File: src/design/mswb_pkg.sv
`default_nettype none

package mswb_pkg;

    // maze size
    localparam int ROWS = 16;
    localparam int COLS = 16;

    // cell index widths
    localparam int ROW_AW = (ROWS > 1) ? $clog2(ROWS) : 1;
    localparam int COL_AW = (COLS > 1) ? $clog2(COLS) : 1;

    // one vertical-wall row holds COLS+1 bits, one horizontal-wall column ROWS+1 bits
    localparam int VROW_W = COLS + 1;
    localparam int HCOL_W = ROWS + 1;

    // request queue between front and back
    localparam int QDEPTH = 2;
    localparam int QAW    = (QDEPTH > 1) ? $clog2(QDEPTH) : 1;
    localparam int QCW    = $clog2(QDEPTH + 1);

    // command codes on the input stream
    localparam logic [1:0] CMD_READ  = 2'd0;
    localparam logic [1:0] CMD_WRITE = 2'd1;
    localparam logic [1:0] CMD_CLEAR = 2'd2;

    typedef enum logic [1:0] {
        OP_READ,
        OP_WRITE,
        OP_CLEAR
    } op_t;

    // classified request
    typedef struct packed {
        op_t               op;
        logic              in_range;
        logic [ROW_AW-1:0] row;
        logic [COL_AW-1:0] col;
        logic              west;
        logic              north;
        logic              east;
        logic              south;
    } item_t;

    typedef struct packed {
        logic in_range;
        logic west;
        logic north;
        logic east;
        logic south;
    } result_t;

    typedef enum logic {
        BK_IDLE,
        BK_EXEC
    } bk_state_t;

endpackage

`default_nettype wire

File: src/design/mswb_front.sv
`default_nettype none

module mswb_front (
    input  wire logic [1:0]    cmd,
    input  wire logic [7:0]    row,
    input  wire logic [7:0]    col,
    input  wire logic          west_in,
    input  wire logic          north_in,
    input  wire logic          east_in,
    input  wire logic          south_in,
    output mswb_pkg::item_t    item
);
    import mswb_pkg::*;

    localparam logic [7:0] ROWS_B = 8'(ROWS);
    localparam logic [7:0] COLS_B = 8'(COLS);

    logic in_range;
    op_t  op;

    assign in_range = (row < ROWS_B) && (col < COLS_B);

    always_comb
    begin
        case (cmd)
            CMD_WRITE: op = OP_WRITE;
            CMD_CLEAR: op = OP_CLEAR;
            CMD_READ:  op = OP_READ;
            default:   op = OP_READ;  // unused code behaves as a read
        endcase
    end

    always_comb
    begin
        item.op       = op;
        item.in_range = in_range;
        // out-of-range cells get a harmless index, the back ignores them anyway
        item.row      = in_range ? row[ROW_AW-1:0] : '0;
        item.col      = in_range ? col[COL_AW-1:0] : '0;
        item.west     = west_in;
        item.north    = north_in;
        item.east     = east_in;
        item.south    = south_in;
    end

endmodule

`default_nettype wire

File: src/design/mswb_queue.sv
`default_nettype none

module mswb_queue (
    input  wire logic            clk,
    input  wire logic            rst_n,
    input  wire logic            push_valid,
    output logic                 push_ready,
    input  wire mswb_pkg::item_t push_item,
    output logic                 pop_valid,
    input  wire logic            pop_ready,
    output mswb_pkg::item_t      pop_item
);
    import mswb_pkg::*;

    item_t            entry_reg [QDEPTH];
    logic [QAW-1:0]   wr_ptr_reg, wr_ptr_next;
    logic [QAW-1:0]   rd_ptr_reg, rd_ptr_next;
    logic [QCW-1:0]   count_reg, count_next;
    logic             do_push, do_pop;

    assign push_ready = (count_reg != QCW'(QDEPTH));
    assign pop_valid  = (count_reg != '0);
    assign pop_item   = entry_reg[rd_ptr_reg];
    assign do_push    = push_valid && push_ready;
    assign do_pop     = pop_valid && pop_ready;

    always_comb
    begin
        wr_ptr_next = wr_ptr_reg;
        rd_ptr_next = rd_ptr_reg;
        count_next  = count_reg;
        if (do_push)
        begin
            wr_ptr_next = (wr_ptr_reg == QAW'(QDEPTH - 1)) ? '0 : wr_ptr_reg + 1'b1;
        end
        if (do_pop)
        begin
            rd_ptr_next = (rd_ptr_reg == QAW'(QDEPTH - 1)) ? '0 : rd_ptr_reg + 1'b1;
        end
        if (do_push && !do_pop)
        begin
            count_next = count_reg + 1'b1;
        end
        else if (do_pop && !do_push)
        begin
            count_next = count_reg - 1'b1;
        end
    end

    always_ff @(posedge clk or negedge rst_n)
    begin
        if (!rst_n)
        begin
            wr_ptr_reg <= '0;
            rd_ptr_reg <= '0;
            count_reg  <= '0;
        end
        else
        begin
            wr_ptr_reg <= wr_ptr_next;
            rd_ptr_reg <= rd_ptr_next;
            count_reg  <= count_next;
        end
    end

    always_ff @(posedge clk)
    begin
        if (do_push)
        begin
            entry_reg[wr_ptr_reg] <= push_item;
        end
    end

endmodule

`default_nettype wire

File: src/design/mswb_back.sv
`default_nettype none

module mswb_back (
    input  wire logic            clk,
    input  wire logic            rst_n,
    input  wire logic            q_valid,
    output logic                 q_ready,
    input  wire mswb_pkg::item_t q_item,
    output logic                 res_valid,
    input  wire logic            res_ready,
    output mswb_pkg::result_t    res
);
    import mswb_pkg::*;

    bk_state_t          state_reg, state_next;
    item_t              item_reg;

    // wall stores: vertical walls by row, horizontal walls by column
    logic [VROW_W-1:0]  vmem_reg [ROWS];
    logic [HCOL_W-1:0]  hmem_reg [COLS];
    logic [ROWS-1:0]    vvalid_reg;
    logic [COLS-1:0]    hvalid_reg;

    // registered read port
    logic [VROW_W-1:0]  vrd_reg;
    logic [HCOL_W-1:0]  hrd_reg;
    logic               vok_reg, hok_reg;

    logic               out_valid_reg, out_valid_next;
    result_t            res_reg;

    logic               rd_en, fire, wr_en, clr_en;
    logic [VROW_W-1:0]  cur_v, v_shift, v_mask, v_wdata;
    logic [HCOL_W-1:0]  cur_h, h_shift, h_mask, h_wdata;
    result_t            res_new;

    // next state
    always_comb
    begin
        state_next = state_reg;
        case (state_reg)
            BK_IDLE:
            begin
                if (q_valid)
                begin
                    state_next = BK_EXEC;
                end
            end
            BK_EXEC:
            begin
                if (!out_valid_reg || res_ready)
                begin
                    state_next = BK_IDLE;
                end
            end
            default: state_next = BK_IDLE;
        endcase
    end

    // state outputs
    always_comb
    begin
        q_ready = 1'b0;
        rd_en   = 1'b0;
        fire    = 1'b0;
        case (state_reg)
            BK_IDLE:
            begin
                q_ready = 1'b1;
                rd_en   = q_valid;
            end
            BK_EXEC:
            begin
                fire = !out_valid_reg || res_ready;
            end
            default:
            begin
                q_ready = 1'b0;
            end
        endcase
    end

    // merge the four addressed bits into the rows that were read
    always_comb
    begin
        cur_v   = vok_reg ? vrd_reg : '0;
        cur_h   = hok_reg ? hrd_reg : '0;
        v_shift = cur_v >> item_reg.col;
        h_shift = cur_h >> item_reg.row;
        v_mask  = VROW_W'(2'b11) << item_reg.col;
        h_mask  = HCOL_W'(2'b11) << item_reg.row;
        v_wdata = (cur_v & ~v_mask)
                | (VROW_W'({item_reg.east, item_reg.west}) << item_reg.col);
        h_wdata = (cur_h & ~h_mask)
                | (HCOL_W'({item_reg.south, item_reg.north}) << item_reg.row);
        wr_en   = fire && (item_reg.op == OP_WRITE) && item_reg.in_range;
        clr_en  = fire && (item_reg.op == OP_CLEAR);

        res_new.in_range = item_reg.in_range;
        res_new.west     = 1'b0;
        res_new.north    = 1'b0;
        res_new.east     = 1'b0;
        res_new.south    = 1'b0;
        if (item_reg.in_range)
        begin
            case (item_reg.op)
                OP_WRITE:
                begin
                    res_new.west  = item_reg.west;
                    res_new.north = item_reg.north;
                    res_new.east  = item_reg.east;
                    res_new.south = item_reg.south;
                end
                OP_READ:
                begin
                    res_new.west  = v_shift[0];
                    res_new.east  = v_shift[1];
                    res_new.north = h_shift[0];
                    res_new.south = h_shift[1];
                end
                default:
                begin
                    res_new.west = 1'b0;  // clear leaves every wall open
                end
            endcase
        end
    end

    always_comb
    begin
        out_valid_next = out_valid_reg;
        if (fire)
        begin
            out_valid_next = 1'b1;
        end
        else if (res_ready)
        begin
            out_valid_next = 1'b0;
        end
    end

    always_ff @(posedge clk or negedge rst_n)
    begin
        if (!rst_n)
        begin
            state_reg     <= BK_IDLE;
            out_valid_reg <= 1'b0;
            vvalid_reg    <= '0;
            hvalid_reg    <= '0;
        end
        else
        begin
            state_reg     <= state_next;
            out_valid_reg <= out_valid_next;
            if (clr_en)
            begin
                vvalid_reg <= '0;
                hvalid_reg <= '0;
            end
            else if (wr_en)
            begin
                vvalid_reg[item_reg.row] <= 1'b1;
                hvalid_reg[item_reg.col] <= 1'b1;
            end
        end
    end

    always_ff @(posedge clk)
    begin
        if (rd_en)
        begin
            item_reg <= q_item;
            vrd_reg  <= vmem_reg[q_item.row];
            hrd_reg  <= hmem_reg[q_item.col];
            vok_reg  <= vvalid_reg[q_item.row];
            hok_reg  <= hvalid_reg[q_item.col];
        end
        if (wr_en)
        begin
            vmem_reg[item_reg.row] <= v_wdata;
            hmem_reg[item_reg.col] <= h_wdata;
        end
        if (fire)
        begin
            res_reg <= res_new;
        end
    end

    assign res_valid = out_valid_reg;
    assign res       = res_reg;

endmodule

`default_nettype wire

File: src/design/maze_shared_wall_bitmap.sv
// Maze wall map: keeps the walls of a ROWS x COLS maze (16 x 16 as built) at one bit per
// wall, so two neighboring cells always see the same shared wall. Each request on the input
// stream reads a cell's four walls, writes them, or clears the whole map, and every request
// returns exactly one result on the output stream with the cell's walls after the command
// plus an in-range flag; a cell outside the maze reports all walls open, a write to it
// changes nothing, and a clear still reports in_range for the cell given. Requests are
// classified in a front stage, wait in a two-entry queue, and are carried out by a back
// stage that does a registered read of the cell's vertical-wall row and horizontal-wall
// column, then a merge and write back; the back takes a new request from the queue only
// after the previous one has executed, and the result is registered after the merge and
// held on the output stream until it is taken. The map is empty after reset with no
// clearing pass: per-row and per-column valid flops mark what was written, and a clear
// drops them all. Unused command code 3 acts as a read.

`default_nettype none

module maze_shared_wall_bitmap (
    input  wire logic        clk,
    input  wire logic        rst_n,
    // request stream
    input  wire logic        s_axis_tvalid,
    output logic             s_axis_tready,
    input  wire logic [23:0] s_axis_tdata,   // row[7:0], col[15:8], west_in, north_in,
                                             // east_in, south_in, zero pad[23:20]
    input  wire logic [1:0]  s_axis_tuser,   // cmd[1:0]
    // result stream
    output logic             m_axis_tvalid,
    input  wire logic        m_axis_tready,
    output logic [7:0]       m_axis_tdata    // in_range, west_out, north_out, east_out,
                                             // south_out, zero pad[7:5]
);
    import mswb_pkg::*;

    item_t   front_item;
    item_t   q_item;
    logic    q_valid, q_ready;
    result_t res;

    // front: range check and command decode
    mswb_front u_front (
        .cmd      (s_axis_tuser),
        .row      (s_axis_tdata[7:0]),
        .col      (s_axis_tdata[15:8]),
        .west_in  (s_axis_tdata[16]),
        .north_in (s_axis_tdata[17]),
        .east_in  (s_axis_tdata[18]),
        .south_in (s_axis_tdata[19]),
        .item     (front_item)
    );

    // queue decouples acceptance from execution
    mswb_queue u_queue (
        .clk        (clk),
        .rst_n      (rst_n),
        .push_valid (s_axis_tvalid),
        .push_ready (s_axis_tready),
        .push_item  (front_item),
        .pop_valid  (q_valid),
        .pop_ready  (q_ready),
        .pop_item   (q_item)
    );

    // back: wall store access and result register
    mswb_back u_back (
        .clk       (clk),
        .rst_n     (rst_n),
        .q_valid   (q_valid),
        .q_ready   (q_ready),
        .q_item    (q_item),
        .res_valid (m_axis_tvalid),
        .res_ready (m_axis_tready),
        .res       (res)
    );

    assign m_axis_tdata = {3'b000, res.south, res.east, res.north, res.west, res.in_range};

endmodule

`default_nettype wire

File: config.mk
export PLATFORM = sky130hd
export DESIGN_NAME = maze_shared_wall_bitmap
export DESIGN_NICKNAME = d
export VERILOG_FILES = /design/src/design/mswb_pkg.sv /design/src/design/mswb_front.sv /design/src/design/mswb_queue.sv /design/src/design/mswb_back.sv /design/src/design/maze_shared_wall_bitmap.sv
export SDC_FILE = /design/constraint.sdc
export NUM_CORES = 1
export LEC_CHECK = 0
export ABC_AREA = 1
export ABC_CLOCK_PERIOD_IN_PS = 3700
export BUFFER_PORTS_ARGS = -buffer_cell sky130_fd_sc_hd__buf_2
export CAP_MARGIN = 25
export CORE_MARGIN = 1.5
export CORE_UTILIZATION = 55
export CTS_CLUSTER_DIAMETER = 100
export CTS_CLUSTER_SIZE = 25
export DETAILED_ROUTE_END_ITERATION = 12
export GPL_TIMING_DRIVEN = 0
export PLACE_DENSITY = 0.75
export SYNTH_ARGS = -nofsm -noshare
export SYNTH_HDL_FRONTEND = slang
export SYNTH_SLANG_ARGS = --single-unit
File: constraint.sdc
create_clock -name clk -period 3.7 [get_ports clk]
set_input_delay 0 -clock clk [delete_from_list [all_inputs] [get_ports clk]]
set_output_delay 0 -clock clk [all_outputs]
set_load 0.05 [all_outputs]
==> impl_metrics.csv <==
group,metric,value,unit
status,outcome,"completed",
drt,vias,21600,
cts,post_cts_buffers,0,
cts,cts_max_level,1,
timing,rsz0062_at_grt,"false",
die,io_pins,40,
timing,fin_crit,3.07,ns
grt,grt_pass1_vias,20600,
timing,skew,0.0281,ns
flow_run,drv_cap,0,
setup_path,crit_family,"buffers and inverters",
die,dieArea,55800,um2
die,die_x,236,um
drt,avgRoutedWirePerCell,21.7,um
drt,drtIter0Drc,2707,
setup_path,arrival,3.37,ns
grt,busiest_layer,"met2",
cts,clock_latency,0.64,ns
final_layout,layout.nets,3174,
synthesis,ys_seq_area_share,66.4,%
die,rows,85,
setup_path,criticalPathCategory,"flip-flop to flip-flop",
timing,worstMarginPinSlew,1.09,ns
grt,track_usage,30.1,%
timing,max_clock_freq,326,MHz
timing,period_share,82.8,%
place,place_congestion,1.09,
final_layout,antenna_cells,0,
cts,clk_path_buf_depth,3,
final_layout,seq_area,19900,um2
synthesis,avgSynthCellArea,9.95,um2
grt,antenna_found_initial,0,
die,core_area,53800,um2
cts,cts_resized,0,
synthesis,postSynthCellCount,3008,
timing,relSlewSlack,27.4,%
die,die_h,236,um
power_and_ir_drop,clkPwrFrac,14.3,%
place,port_buffers,32,
power_and_ir_drop,power,27.6,mW
power_and_ir_drop,irDropWorstVdd,0.606,mV
power_and_ir_drop,p_sw,12.2,mW
synthesis,synth_seq_cells,668,
cts,cts_tree,"done",
synthesis,synth.distinct_cells,37,
setup_path,path_buf_inv,3,
synthesis,syn_area,29900,um2
drt,drt-total-wl,83500,um
cts,clk_pin_slew,0.10,ns
die,initial_utilization,55.6,%
drt,drc,0,
final_layout,multi_input_area,7420,um2
timing,hold_slack,0.0340,ns
drt,ant_nets,0,
power_and_ir_drop,internal_power,15.4,mW
cts,clkSinkCount,668,
grt,use_met1,40.4,%
power_and_ir_drop,seqPwrFrac,39.6,%
final_layout,area_growth,9.56,%
grt,grt_use_met3,3.46,%
grt,grt_pass1_wl,125000,um
setup_path,crit_fanout,16,
timing,setup_viol,0,
setup_path,critPathRequiredTime,4.00,ns
drt,dr.pass1.iters,5,
grt,grt_start_max_net_pins,39,
setup_path,worst_setup_path_end_kind,"flip-flop",
min_path,holdCritPathClass,"input port to flip-flop",
power_and_ir_drop,p_comb_share,46.1,%
power_and_ir_drop,power_density,841,nW/um2
drt,via_per_inst,5.60,
timing,hold_viol,0,
cts,cts_buffers,31,
cts,clockRootBuffer,"clkbuf_16",
synthesis,yosysWarningCount,0,
final_layout,drive_above_1_share,8.36,%
setup_path,slowest_delay,0.87,ns
power_and_ir_drop,sw_frac_of_total,44.2,%
setup_path,crit_chain,"clkinv_1, buf_1, ha_1, inv_1, nor2_1, o32ai_4",
final_layout,fillers,4300,
grt,overflow,0,
setup_path,slowest_stage,"o32ai_4",
place,hpwlAfterDp,57700,um
setup_path,worstSetupStartpointType,"flip-flop",
grt,met2_usage,48.8,%
power_and_ir_drop,p_leak,14.3,nW
timing,slew_violations,0,
## power by group through the flow
| stage | Sequential (mW) | Clock [mW] | Combinational, mW |
|---|---|---|---|
| finish | 10.9 | 3.96 | 12.7 |
| global route | 11.0 | 4.20 | 13.5 |
| detailed placement | 11.1 | 0 | 12.3 |
| floorplan | 11.1 | 0 | 6.93 |
| global placement | 11.2 | 0 | 11.3 |
| CTS | 10.9 | 3.94 | 12.3 |
## layout make-up
class                      count  share of cell area [%]
buffer                       137                    2.16
multi-input combinational   1626                    22.6
clock inverter                 2                  0.0992
sequential                   668                    60.6
clock buffer                  55                    2.67
inverter                     579                    6.64
tap                          696                    2.66
timing repair buffer          92                    2.53
## layer usage
layer | part of all wire [%] | wire length, um
met1 | 39 | 32300
met3 | 8.6 | 7180
met5 | 0 | 0
met2 | 47 | 39200
met4 | 5.8 | 4840
## metrics by stage
stage | setup TNS [ns] | instance area, um2 | std cells | worst slack (ns) | utilization (%)
5_1_grt | 0 | 32800 | 3855 | 0.419 | 60.9
6_report | 0 | 32800 | 3855 | 0.635 | 60.9
3_5_place_dp | 0 | 31700 | 3777 | 0.657 | 58.8
2_1_floorplan | 0 | 29900 | 3010 | 0.591 | -
3_3_place_gp | -138.85 | 31000 | 3738 | -0.879 | 57.6
4_1_cts | 0 | 32700 | 3852 | 0.641 | 60.9
## Yosys cell counts
master | instances | share of area, %
nand2_1 | 823 | 10
edfxtp_1 | 630 | 63
inv_1 | 568 | 7.1
nand3_1 | 531 | 8.9
nor2_1 | 133 | 1.7
buf_2 | 81 | 1.4
dfrtp_1 | 38 | 3.2
a21oi_1 | 26 | 0.43
clkbuf_1 | 25 | 0.31
o21ai_0 | 22 | 0.37
o22ai_1 | 20 | 0.42
nor3_1 | 14 | 0.23
buf_4 | 13 | 0.33
nand3b_1 | 13 | 0.33
buf_1 | 12 | 0.15
ha_1 | 9 | 0.38
buf_6 | 6 | 0.23
o32ai_1 | 6 | 0.18
inv_2 | 5 | 0.063
nand2_2 | 5 | 0.10
clkinv_1 | 4 | 0.050
o21ai_4 | 3 | 0.16
or2_1 | 3 | 0.063
inv_4 | 2 | 0.042
nand2_4 | 2 | 0.075
o21ai_1 | 2 | 0.033
xor2_1 | 2 | 0.059
a31oi_1 | 1 | 0.021
conb_1 | 1 | 0.013
nand4_1 | 1 | 0.021
nor3b_2 | 1 | 0.042
o211ai_1 | 1 | 0.025
o21ai_2 | 1 | 0.029
o221ai_1 | 1 | 0.029
o31ai_1 | 1 | 0.025
or2_4 | 1 | 0.029
xnor2_1 | 1 | 0.029
## worst register-to-register path: cells and delay by family, from the launching register on
| family | cells | cell delay (ns) |
|---|---|---|
| AOI/OAI and AO/OA | 1 | 0.87 |
| adders and majority gates | 1 | 0.31 |
| buffers and inverters | 3 | 0.99 |
| DFF | 1 | 0.42 |
| and+or+nand+nor | 1 | 0.14 |
## final timing paths
| check | startpoint | to | slack, ns | cells past startpoint |
|---|---|---|---|---|
| min | s_axis_tdata[15] | u_queue.entry_reg[1][7]$_DFFE_PP_ | 0.03 | 4 |
| max reg2reg | u_back.item_reg[8]$_DFFE_PP_ | u_back.hmem_reg[14][4]$_DFFE_PP_ | 0.63 | 6 |
| max in group asynchronous | rst_n | u_back.hvalid_reg[14]$_DFFE_PN0P_ | 2.80 | 4 |
| min reg2reg | u_back.item_reg[12]$_DFFE_PP_ | u_back.res[4]$_DFFE_PP_ | 0.49 | 0 |
| max | u_back.item_reg[8]$_DFFE_PP_ | u_back.hmem_reg[14][4]$_DFFE_PP_ | 0.63 | 6 |
| min in group asynchronous | rst_n | u_queue.rd_ptr_reg$_DFFE_PN0P_ | 0.40 | 3 |
## placed cells by master, fill, tap and decap left out, types with 4 or more instances in the layout
master         count
ha_1               9
a21oi_1           24
buf_4             19
nand3b_1          13
nand3_1          531
buf_2            113
inv_1            568
o22ai_1            6
clkbuf_1          48
edfxtp_1         630
o21ai_0           17
nand2_2            5
dlygate4sd3_1     19
clkbuf_16         31
inv_2              5
o32ai_2            4
nor2_1           132
nand2_1          823
nor3_2            11
buf_6             36
o22ai_2           14
buf_1             12
clkinv_1           4
dfrtp_1           38
o21ai_1            6
## kinds of logic after synthesis
group / after synthesis / synth area share, %
other: 1 / 0.0125
DFF: 668 / 66.4
xor gates and xnor gates: 3 / 0.0878
adders and majority gates: 9 / 0.376
buffers and inverters: 716 / 9.65
and+or+nand+nor: 1527 / 21.8
AOI/OAI and AO/OA: 84 / 1.72
## what timing repair did
| item | in CTS | in global routing |
|---|---|---|
| hold buffers | 18 | 1 |
| hold endpoints to repair | 86 | 14 |
| setup endpoints to repair | 0 | 0 |
(Power assumes the default switching activity.)
